==> config.mk <==
export PLATFORM = sky130hd
export DESIGN_NAME = roc_area_accumulator_core
export DESIGN_NICKNAME = d
export VERILOG_FILES = /design/src/hdl/raa_pkg.sv /design/src/hdl/roc_area_accumulator_core.sv /design/src/hdl/raa_queue.sv /design/src/hdl/raa_front.sv /design/src/hdl/raa_back.sv
export VERILOG_INCLUDE_DIRS = /design/src /design/src/hdl
export SDC_FILE = /design/constraint.sdc
export NUM_CORES = 2
export LEC_CHECK = 0
export CORE_MARGIN = 4
export CORE_UTILIZATION = 55
export DETAILED_ROUTE_END_ITERATION = 8
export DONT_BUFFER_PORTS = 1
export PLACE_DENSITY = 0.7
export SETUP_SLACK_MARGIN = 0.05
export SLEW_MARGIN = 10
export SYNTH_ARGS = -nofsm -noshare
export SYNTH_HDL_FRONTEND = slang
export SYNTH_SLANG_ARGS = --single-unit
==> constraint.sdc <==
create_clock -name clk_i -period 10.1 [get_ports clk_i]
set_input_delay 1.515 -clock clk_i [delete_from_list [all_inputs] [get_ports clk_i]]
set_output_delay 1.515 -clock clk_i [all_outputs]
set_load 0.03 [all_outputs]
==> src/hdl/assert_macros.svh <==
// Assertion macros used by the top-level RTL file of the ROC area accumulator.
// Depends on nothing; every macro samples on clk_i and is disabled in reset.
`ifndef ASSERT_MACROS_SVH
`define ASSERT_MACROS_SVH

// Clocked property check, disabled while rst_ni is low.
`define ASSERT_CLK(lbl, prop, msg) \
  lbl: assert property (@(posedge clk_i) disable iff (!rst_ni) (prop)) else $error(msg);

// Condition that must never hold at a clock edge outside reset.
`define ASSERT_NEVER(lbl, cond, msg) \
  `ASSERT_CLK(lbl, !(cond), msg)

`endif

==> src/hdl/raa_pkg.sv <==
// Shared types and constants of the ROC area accumulator.
// No dependencies; imported by the queue, front, back and top-level modules.
`default_nettype none

package raa_pkg;

  localparam int CNT_W       = 17;  // cumulative positive count
  localparam int AREA_W      = 17;  // Q1.16 area result
  localparam int STATUS_W    = 3;
  localparam int DATA_W      = 24;  // tdata width, whole bytes
  localparam int QUEUE_DEPTH = 2;

  localparam logic [AREA_W-1:0] AREA_MAX = {AREA_W{1'b1}};

  typedef enum logic [STATUS_W-1:0] {
    ST_OK       = 3'd0,
    ST_SHORT    = 3'd1,
    ST_NO_POS   = 3'd2,
    ST_NO_NEG   = 3'd3,
    ST_BAD_STEP = 3'd4
  } status_e;

endpackage

`default_nettype wire

==> src/hdl/roc_area_accumulator_core.sv <==
// Top level of the ROC area accumulator: front, job queue and back part.
// Depends on raa_pkg, raa_front, raa_queue, raa_back and assert_macros.svh.
//
// Usage:
//   Slave stream: one transaction per item, in ascending score order. tdata
//   carries the running count of positive labels, tlast marks the final item
//   of a data set. The front takes one item per cycle while the job queue
//   has room.
//   Master stream: one transaction per data set, issued after its tlast item.
//   tdata carries the area (unsigned Q1.FRACTION_BITS, truncated, saturated),
//   tuser the status code; the area is zero whenever the status is not OK.
//   Results: the job of a data set is written to the queue and picked up by
//   the back part when it is free, which multiplies, prepares and then runs up
//   to 18 restoring-division steps (the saturation check plus one per quotient
//   bit), fewer on saturation; an error status skips the arithmetic. The
//   division loop sets the data-set rate.
//   A stalled master holds the result; the front keeps accepting items and
//   up to two finished data sets wait in the queue before tready drops.
//   Reset (rst_ni low, asynchronous) empties the queue, clears all
//   accumulators and returns the back part to idle.
`default_nettype none
`include "assert_macros.svh"

module roc_area_accumulator_core
  import raa_pkg::*;
#(
  parameter int MAX_ITEMS     = 65536,
  parameter int FRACTION_BITS = 16
) (
  input  wire logic              clk_i,
  input  wire logic              rst_ni,
  input  wire logic              s_axis_tvalid,
  output logic                   s_axis_tready,
  input  wire logic [DATA_W-1:0] s_axis_tdata,  // [16:0] positive_count, rest zero
  input  wire logic              s_axis_tlast,  // last_item
  output logic                   m_axis_tvalid,
  input  wire logic              m_axis_tready,
  output logic [DATA_W-1:0]      m_axis_tdata,  // [16:0] roc_area, rest zero
  output logic [STATUS_W-1:0]    m_axis_tuser   // [2:0] status
);

  localparam int NI_W  = $clog2(MAX_ITEMS + 1);
  localparam int WW    = NI_W + CNT_W;
  localparam int JOB_W = STATUS_W + CNT_W + 2 * NI_W + WW + 2;

  status_e           f_status, b_status, q_status, res_status;
  logic [CNT_W-1:0]  f_p, q_p;
  logic [NI_W-1:0]   f_n, f_z, q_n, q_z;
  logic [WW-1:0]     f_w, q_w;
  logic              f_second, f_first, q_second, q_first;
  logic              job_valid, job_ready, pop_valid, pop_ready;
  logic [JOB_W-1:0]  push_data, pop_data;
  logic [AREA_W-1:0] res_area;

  raa_front #(
    .MAX_ITEMS (MAX_ITEMS)
  ) u_front (
    .clk_i        (clk_i),
    .rst_ni       (rst_ni),
    .item_valid_i (s_axis_tvalid),
    .item_ready_o (s_axis_tready),
    .count_i      (s_axis_tdata[CNT_W-1:0]),
    .last_i       (s_axis_tlast),
    .job_valid_o  (job_valid),
    .job_ready_i  (job_ready),
    .job_status_o (f_status),
    .job_p_o      (f_p),
    .job_n_o      (f_n),
    .job_z_o      (f_z),
    .job_w_o      (f_w),
    .job_second_o (f_second),
    .job_first_o  (f_first)
  );

  // Pack one job per data set for the queue.
  assign push_data = {f_status, f_p, f_n, f_z, f_w, f_second, f_first};

  raa_queue #(
    .WIDTH (JOB_W)
  ) u_queue (
    .clk_i        (clk_i),
    .rst_ni       (rst_ni),
    .push_valid_i (job_valid),
    .push_ready_o (job_ready),
    .push_data_i  (push_data),
    .pop_valid_o  (pop_valid),
    .pop_ready_i  (pop_ready),
    .pop_data_o   (pop_data)
  );

  assign q_status = status_e'(pop_data[JOB_W-1 -: STATUS_W]);
  assign {q_p, q_n, q_z, q_w, q_second, q_first} = pop_data[JOB_W-STATUS_W-1:0];
  assign b_status = q_status;

  raa_back #(
    .MAX_ITEMS     (MAX_ITEMS),
    .FRACTION_BITS (FRACTION_BITS)
  ) u_back (
    .clk_i        (clk_i),
    .rst_ni       (rst_ni),
    .job_valid_i  (pop_valid),
    .job_ready_o  (pop_ready),
    .job_status_i (b_status),
    .job_p_i      (q_p),
    .job_n_i      (q_n),
    .job_z_i      (q_z),
    .job_w_i      (q_w),
    .job_second_i (q_second),
    .job_first_i  (q_first),
    .res_valid_o  (m_axis_tvalid),
    .res_ready_i  (m_axis_tready),
    .res_area_o   (res_area),
    .res_status_o (res_status)
  );

  // Zero-pad the area to whole bytes.
  assign m_axis_tdata = DATA_W'(res_area);
  assign m_axis_tuser = res_status;

  // An error status always carries a zero area.
  `ASSERT_NEVER(a_err_area_zero, m_axis_tvalid && (m_axis_tuser != ST_OK) && (res_area != '0), "nonzero area with error status")
  // The back part takes a job only from idle, so two pickups never abut.
  `ASSERT_CLK(a_pop_spacing, (pop_valid && pop_ready) |=> !(pop_valid && pop_ready), "back part took jobs on consecutive cycles")

endmodule

`default_nettype wire

==> src/hdl/raa_queue.sv <==
// Short job queue between the front and back parts of the ROC area accumulator.
// Depends on raa_pkg for the queue depth.
`default_nettype none

module raa_queue
  import raa_pkg::*;
#(
  parameter int WIDTH = 8
) (
  input  wire logic             clk_i,
  input  wire logic             rst_ni,
  input  wire logic             push_valid_i,
  output logic                  push_ready_o,
  input  wire logic [WIDTH-1:0] push_data_i,
  output logic                  pop_valid_o,
  input  wire logic             pop_ready_i,
  output logic [WIDTH-1:0]      pop_data_o
);

  localparam int PTR_W = (QUEUE_DEPTH > 1) ? $clog2(QUEUE_DEPTH) : 1;
  localparam int CNT_QW = $clog2(QUEUE_DEPTH + 1);

  logic [WIDTH-1:0]  entry_q [QUEUE_DEPTH];
  logic [PTR_W-1:0]  wr_ptr_q, wr_ptr_d, rd_ptr_q, rd_ptr_d;
  logic [CNT_QW-1:0] count_q, count_d;
  logic              push, pop;

  assign push_ready_o = (count_q != CNT_QW'(QUEUE_DEPTH));
  assign pop_valid_o  = (count_q != '0);
  assign pop_data_o   = entry_q[rd_ptr_q];
  assign push         = push_valid_i && push_ready_o;
  assign pop          = pop_valid_o && pop_ready_i;

  always_comb begin
    wr_ptr_d = wr_ptr_q;
    rd_ptr_d = rd_ptr_q;
    count_d  = count_q;
    if (push) begin
      wr_ptr_d = (wr_ptr_q == PTR_W'(QUEUE_DEPTH - 1)) ? '0 : wr_ptr_q + 1'b1;
    end
    if (pop) begin
      rd_ptr_d = (rd_ptr_q == PTR_W'(QUEUE_DEPTH - 1)) ? '0 : rd_ptr_q + 1'b1;
    end
    if (push && !pop) begin
      count_d = count_q + 1'b1;
    end else if (pop && !push) begin
      count_d = count_q - 1'b1;
    end
  end

  always_ff @(posedge clk_i or negedge rst_ni) begin
    if (!rst_ni) begin
      wr_ptr_q <= '0;
      rd_ptr_q <= '0;
      count_q  <= '0;
    end else begin
      wr_ptr_q <= wr_ptr_d;
      rd_ptr_q <= rd_ptr_d;
      count_q  <= count_d;
    end
  end

  always_ff @(posedge clk_i) begin
    if (push) begin
      entry_q[wr_ptr_q] <= push_data_i;
    end
  end

endmodule

`default_nettype wire

==> src/hdl/raa_front.sv <==
// Front part: accepts count items, checks steps, accumulates z and W per data set.
// Depends on raa_pkg; hands one classified job per data set to the queue.
`default_nettype none

module raa_front
  import raa_pkg::*;
#(
  parameter int MAX_ITEMS = 65536
) (
  input  wire logic                                  clk_i,
  input  wire logic                                  rst_ni,
  input  wire logic                                  item_valid_i,
  output logic                                       item_ready_o,
  input  wire logic [CNT_W-1:0]                      count_i,
  input  wire logic                                  last_i,
  output logic                                       job_valid_o,
  input  wire logic                                  job_ready_i,
  output status_e                                    job_status_o,
  output logic [CNT_W-1:0]                           job_p_o,
  output logic [$clog2(MAX_ITEMS+1)-1:0]             job_n_o,
  output logic [$clog2(MAX_ITEMS+1)-1:0]             job_z_o,
  output logic [$clog2(MAX_ITEMS+1)+CNT_W-1:0]       job_w_o,
  output logic                                       job_second_o,
  output logic                                       job_first_o
);

  localparam int NI_W = $clog2(MAX_ITEMS + 1);
  localparam int WW   = NI_W + CNT_W;
  localparam int CW   = (NI_W > CNT_W) ? NI_W : CNT_W;

  logic [CNT_W-1:0] prev_q, prev_d, step;
  logic             first_q, first_d, second_q, second_d, err_q, err_d;
  logic [NI_W-1:0]  idx_q, idx_d, z_q, z_d;
  logic [WW-1:0]    w_q, w_d;
  logic             accept;

  assign item_ready_o = job_ready_i;
  assign accept       = item_valid_i && item_ready_o;
  assign job_valid_o  = item_valid_i && last_i;
  assign step         = count_i - prev_q;

  always_comb begin
    prev_d   = count_i;
    first_d  = first_q;
    second_d = second_q;
    err_d    = err_q;
    idx_d    = idx_q;
    z_d      = z_q;
    w_d      = w_q;
    priority if (idx_q >= NI_W'(MAX_ITEMS)) begin
      err_d = 1'b1;
    end else if (idx_q == '0) begin
      if (count_i > CNT_W'(1)) begin
        err_d = 1'b1;
      end
      first_d = count_i[0];
      idx_d   = NI_W'(1);
    end else begin
      if ((count_i < prev_q) || (step > CNT_W'(1))) begin
        err_d = 1'b1;
      end else begin
        if (idx_q == NI_W'(1)) begin
          second_d = step[0];
        end
        if (step == '0) begin
          z_d = z_q + 1'b1;
          w_d = w_q + WW'(count_i);
        end
      end
      idx_d = idx_q + 1'b1;
    end
  end

  // Classify the data set from the state it leaves behind.
  always_comb begin
    if (idx_d < NI_W'(2)) begin
      job_status_o = ST_SHORT;
    end else if (err_d) begin
      job_status_o = ST_BAD_STEP;
    end else if (count_i == '0) begin
      job_status_o = ST_NO_POS;
    end else if (CW'(count_i) >= CW'(idx_d)) begin
      job_status_o = ST_NO_NEG;
    end else begin
      job_status_o = ST_OK;
    end
  end

  assign job_p_o      = count_i;
  assign job_n_o      = idx_d;
  assign job_z_o      = z_d;
  assign job_w_o      = w_d;
  assign job_second_o = second_d;
  assign job_first_o  = first_d;

  always_ff @(posedge clk_i or negedge rst_ni) begin
    if (!rst_ni) begin
      prev_q   <= '0;
      first_q  <= 1'b0;
      second_q <= 1'b0;
      err_q    <= 1'b0;
      idx_q    <= '0;
      z_q      <= '0;
      w_q      <= '0;
    end else if (accept) begin
      if (last_i) begin
        prev_q   <= '0;
        first_q  <= 1'b0;
        second_q <= 1'b0;
        err_q    <= 1'b0;
        idx_q    <= '0;
        z_q      <= '0;
        w_q      <= '0;
      end else begin
        prev_q   <= prev_d;
        first_q  <= first_d;
        second_q <= second_d;
        err_q    <= err_d;
        idx_q    <= idx_d;
        z_q      <= z_d;
        w_q      <= w_d;
      end
    end
  end

endmodule

`default_nettype wire

==> src/hdl/raa_back.sv <==
// Back part: forms T and the denominator, divides one quotient bit a cycle.
// Depends on raa_pkg; holds the result in an output register until taken.
`default_nettype none

module raa_back
  import raa_pkg::*;
#(
  parameter int MAX_ITEMS     = 65536,
  parameter int FRACTION_BITS = 16
) (
  input  wire logic                                  clk_i,
  input  wire logic                                  rst_ni,
  input  wire logic                                  job_valid_i,
  output logic                                       job_ready_o,
  input  status_e                                    job_status_i,
  input  wire logic [CNT_W-1:0]                      job_p_i,
  input  wire logic [$clog2(MAX_ITEMS+1)-1:0]        job_n_i,
  input  wire logic [$clog2(MAX_ITEMS+1)-1:0]        job_z_i,
  input  wire logic [$clog2(MAX_ITEMS+1)+CNT_W-1:0]  job_w_i,
  input  wire logic                                  job_second_i,
  input  wire logic                                  job_first_i,
  output logic                                       res_valid_o,
  input  wire logic                                  res_ready_i,
  output logic [AREA_W-1:0]                          res_area_o,
  output status_e                                    res_status_o
);

  localparam int NI_W = $clog2(MAX_ITEMS + 1);
  localparam int CW   = (NI_W > CNT_W) ? NI_W : CNT_W;
  localparam int PZ_W = CNT_W + NI_W;
  localparam int TW   = PZ_W + 2;
  localparam int RW_A = TW + FRACTION_BITS;
  localparam int RW_B = PZ_W + AREA_W + 2;
  localparam int RW   = (RW_A > RW_B) ? RW_A : RW_B;
  localparam int KW   = $clog2(AREA_W + 1);

  typedef enum logic [4:0] {
    S_IDLE = 5'b00001,
    S_MUL  = 5'b00010,
    S_PREP = 5'b00100,
    S_DIV  = 5'b01000,
    S_OUT  = 5'b10000
  } back_state_e;

  back_state_e      state_q, state_d;
  status_e          status_q;
  logic [CNT_W-1:0] p_q, end_term;
  logic [NI_W-1:0]  n_q, z_q, neg;
  logic [CW-1:0]    neg_wide;
  logic [PZ_W-1:0]  w_q, pz_q, pn_q, diff;
  logic             second_q, first_q;
  logic [TW-1:0]    t_sum;
  logic [RW-1:0]    num_q, dsh_q;
  logic [AREA_W-1:0] quo_q, area_q;
  logic [KW-1:0]    k_q;
  logic             ge, sat_hit, div_done;

  assign neg_wide = CW'(n_q) - CW'(p_q);
  assign neg      = neg_wide[NI_W-1:0];
  assign diff     = pz_q - w_q;
  assign end_term = second_q ? '0 : (p_q - CNT_W'(first_q));
  assign t_sum    = TW'({diff, 1'b0}) + TW'(end_term);
  assign ge       = (num_q >= dsh_q);
  assign sat_hit  = (k_q == KW'(AREA_W)) && ge;
  assign div_done = sat_hit || (k_q == '0);

  assign job_ready_o  = (state_q == S_IDLE);
  assign res_valid_o  = (state_q == S_OUT);
  assign res_area_o   = area_q;
  assign res_status_o = status_q;

  always_comb begin
    state_d = state_q;
    unique case (state_q)
      S_IDLE: begin
        if (job_valid_i) begin
          state_d = (job_status_i == ST_OK) ? S_MUL : S_OUT;
        end
      end
      S_MUL:  state_d = S_PREP;
      S_PREP: state_d = S_DIV;
      S_DIV: begin
        if (div_done) begin
          state_d = S_OUT;
        end
      end
      S_OUT: begin
        if (res_ready_i) begin
          state_d = S_IDLE;
        end
      end
      default: state_d = S_IDLE;
    endcase
  end

  always_ff @(posedge clk_i or negedge rst_ni) begin
    if (!rst_ni) begin
      state_q <= S_IDLE;
    end else begin
      state_q <= state_d;
    end
  end

  always_ff @(posedge clk_i) begin
    unique case (state_q)
      S_IDLE: begin
        if (job_valid_i) begin
          status_q <= job_status_i;
          p_q      <= job_p_i;
          n_q      <= job_n_i;
          z_q      <= job_z_i;
          w_q      <= job_w_i;
          second_q <= job_second_i;
          first_q  <= job_first_i;
          area_q   <= '0;
        end
      end
      S_MUL: begin
        pz_q <= p_q * z_q;
        pn_q <= p_q * neg;
      end
      S_PREP: begin
        // Start with the divisor scaled by 2^AREA_W to catch saturation first.
        num_q <= RW'(t_sum) << FRACTION_BITS;
        dsh_q <= RW'({pn_q, 1'b0}) << AREA_W;
        quo_q <= '0;
        k_q   <= KW'(AREA_W);
      end
      S_DIV: begin
        if (ge) begin
          num_q <= num_q - dsh_q;
        end
        dsh_q <= dsh_q >> 1;
        k_q   <= k_q - 1'b1;
        quo_q <= {quo_q[AREA_W-2:0], ge};
        if (sat_hit) begin
          area_q <= AREA_MAX;
        end else if (k_q == '0) begin
          area_q <= {quo_q[AREA_W-2:0], ge};
        end
      end
      S_OUT: ;
      default: ;
    endcase
  end

endmodule

`default_nettype wire

==> summary.txt <==
Clocking
  – Sinks on Clock Net: 578
  – CTS tree: yes
  – Bufs on Longest Clock Path: 3
  – Reg clk slew, reported paths: 0.06 ns
  – Num CTS Buffers: 66
  – Worst skew pair latency: 0.63 ns
  – Root Driver: clkbuf_16
  – Setup Buffers After CTS: 0
  – H-tree depth: 3
  – Resized cells post-CTS: 0
  – Hold_buf cts: 0

Logic synthesis
  – Avg Inst Size Synth: 9.91 µm²
  – Async SR Flop Fraction: 0.168
  – Post-synthesis cell type count: 86
  – Cell Area, Synth: 51,000 µm²
  – Number of flops mapped to enable cells by yosys: 481
  – Warnings from Yosys: 0
  – Flops & latches, synth: 578
  – Post-Syn Instances: 5,147
  – Sequential fraction of the synthesis area: 0.331
  – Ys flop type: edfxtp_1

Setup path
  – Critical path's top delay family: adder cells
  – CP bufs+invs: 5
  – Crit path max fanout: 16
  – Most frequent CP cell: fa_1
  – Slowest stage delay, CP: 0.76 ns
  – Req. time, crit path: 10.46 ns
  – Crit path launch type: register
  – CP arrival: 9.82 ns
  – CP Class: reg2reg
  – CP Capture Type: register
  – Slowest stage cell, crit path: a2111oi_0

Global route
  – Number of global-route vias before repair: 36.9k
  – Global-route wire length before repair: 197,000 µm
  – Largest net degree at the start of global routing: 98
  – Total grt overflow: 0
  – Initial antenna violation count: 4
  – GRT Util Overall: 0.251

Timing
  – RSZ-0062 raised after global routing: no
  – Final worst-path cycle share: 0.936
  – Clock Skews: 0.0176 ns
  – Slew HR: 0.213
  – Max Slew Vio Count: 0
  – Final hold vios: 0
  – F_max: 106 MHz
  – Worst-Margin Slew: 1.18 ns
  – Final setup violation count: 0
  – Tmin final: 9.46 ns
  – Setup TNS: 0 ns

Detailed routing
  – DR pass1 iterations: 8
  – ANT nets after route: 0
  – WL/cell: 19.1 µm
  – Vias per inst: 5.73
  – Iter 0 DRT Violations: 2,582
  – Drt total wl: 121,000 µm
  – Via count: 36.4k
  – DRC: 0

Job
  – Max Cap Viol: 0

Floorplanning
  – Die height: 312 µm
  – Core ar.: 91,800 µm²
  – Io pins: 58
  – Initial Util: 0.555
  – Die Area: 97,600 µm²
  – Num rows: 111
  – Die width: 312 µm

Placed design
  – Final Wtd Congestion: 0.883
  – # port buffers: 0
  – Dpl cells: 6,231
  – DP HPWL: 89,500 µm

Status
  – Outcome: complete, no violations

Final layout
  – Number of diodes: 0
  – Final core utilization: 0.593
  – Nets: 5,932
  – Layout cells sized above 1: 0.0609
  – Filler cell count: 7,684
  – Fin cells: 6,352
  – Area Growth Syn to Fin: 6.85%

Hold path
  – Worst min-delay path class: reg2reg
[cells in the final DEF (no fill, tap or decap), types with 36 or more instances in the layout]
cell       synthesis  final
xor2_1            82     82
edfxtp_1         481    481
o21ai_0          222    222
nand3_1           97     97
clkbuf_16          0     67
a21o_1            90     90
nand2b_1          82     82
xnor2_1          173    172
nor4_1            36     36
ha_1             393    393
mux2_2           101    101
nor3_1            85     83
o21a_1            40     40
buf_4              8     60
nor2b_1           44     44
nand2_1          563    562
inv_1            760    759
nor2_1           244    240
and3_1            40     39
dfrtp_1           96     95
fa_1             454    454
a21oi_1          185    183
and2_1           232    231
[cell families after synthesis]
logic type / after synthesis / share of synthesized area
buffers and inverters: 986 / 0.0735
multiplexers: 134 / 0.0288
adder cells (fa/ha/maj): 847 / 0.275
AND/OR/NAND/NOR: 1549 / 0.149
other: 1 / 0.0000736
flip-flops: 578 / 0.331
XOR/XNOR: 255 / 0.0438
AO/OA/AOI/OAI: 797 / 0.0988
[final cells by class]
| type | count | area (µm²) | share of cell area |
|---|---|---|---|
| repair buffers | 60 | 450 | 0.00827 |
| clock buffers | 78 | 1730 | 0.0317 |
| well taps | 1243 | 1560 | 0.0285 |
| multi-input cells | 3589 | 30500 | 0.559 |
| inverters | 761 | 2860 | 0.0525 |
| clock inverters | 43 | 543 | 0.00997 |
| flip-flops and latches | 578 | 16900 | 0.310 |
[per-layer routing]
| layer | share of wire | vias to the layer above | global-route usage |
|---|---|---|---|
| met1 | 0.43 | 18086 | 0.345 |
| met4 | 0.031 | 0 | 0.0805 |
| met2 | 0.48 | 1079 | 0.418 |
| met3 | 0.063 | 231 | 0.0312 |
| met5 | 0 | - | 0 |
| li1 | - | 17005 | - |
[stage by stage]
| stage | hold slack, ns | worst slack, ns | area, µm² |
|---|---|---|---|
| 3_3_place_gp | 0.469 | 0.568 | 52200 |
| 4_1_cts | 0.492 | 0.445 | 54500 |
| 3_5_place_dp | 0.478 | 0.487 | 52200 |
| 2_1_floorplan | 0.453 | 1.70 | 51000 |
| 6_report | 0.492 | 0.642 | 54500 |
| 5_1_grt | 0.515 | 0.0669 | 54500 |
[registers in the layout, summed over array words and instances, names as in the netlist, 5 cells and up]
| register | count |
|---|---|
| u_queue.entry_q | 180 |
| u_back.dsh_q | 52 |
| u_back.n_q | 17 |
| u_back.state_q | 5 |
| u_back.quo_q | 16 |
| u_back.pn_q | 34 |
| u_front.idx_q | 17 |
| u_back.pz_q | 34 |
| u_back.res_area_o | 17 |
| u_back.k_q | 5 |
| u_front.prev_q | 17 |
| u_back.p_q | 17 |
| u_back.w_q | 34 |
| u_back.num_q | 53 |
| u_back.z_q | 17 |
| u_front.w_q | 34 |
| u_front.z_q | 17 |
[synth_stat cells, types with 7 or more instances]
library cell  count  area (µm²)
fa_1            454        9090
clkbuf_1        194         728
o21bai_1         30         225
a31oi_1          29         181
o21ai_0         222        1110
nor3b_1           7        52.6
a211o_1           9        78.8
o31ai_1          17         128
buf_1            21        78.8
o211ai_1         26         195
nand3_1          97         485
nor3_1           85         425
nor2b_1          44         275
buf_4             8        60.1
a22oi_1           7        52.6
and4_1           18         158
nor2_1          244         916
a22o_1           19         166
o21ai_1          13        65.1
and3_1           40         250
or4_1            10        75.1
nand4_1          25         156
xnor2_1         173        1520
or2_2            12        75.1
or3_1            23         144
edfxtp_1        481       14400
a221oi_1         12         105
nand2_1         563        2110
nor4_1           36         225
mux2_2          101        1140
dfrtp_1          96        2400
o41ai_1           7        61.3
a2111oi_0         7        61.3
nand2b_1         82         513
ha_1            393        4920
inv_1           760        2850
and2_1          232        1450
a21o_1           90         676
o21a_1           40         300
xor2_1           82         718
a211oi_1         21         158
a21boi_0          9        67.6
a21oi_1         185         926
mux2i_1          33         330
[worst register-to-register path, delay by kind of cell, from the launching register on]
kind	cells	cell delay, ns
xor gates and xnor gates	2	0.54
adders and majority gates	8	3.76
buffers and inverters	5	0.73
AOI/OAI and AO/OA	10	2.85
DFF	1	0.42
and+or+nand+nor	5	0.91
[worst paths after layout]
check / start / end / slack, ns / cells after the start
max in group asynchronous: rst_ni / u_back.state_q[0] / 9.18 / 0
min: u_front.prev_q[0] / u_front.prev_q[0] / 0.49 / 2
max: u_back.p_q[1] / u_back.pn_q[32] / 0.64 / 30
min reg2reg: u_front.prev_q[0] / u_front.prev_q[0] / 0.49 / 2
min in group asynchronous: rst_ni / u_front.z_q[11] / 0.58 / 0
max reg2reg: u_back.p_q[1] / u_back.pn_q[32] / 0.64 / 30
Power is not shown: default switching activity piles up to over one toggle a cycle in this logic, so the estimate is an artifact.
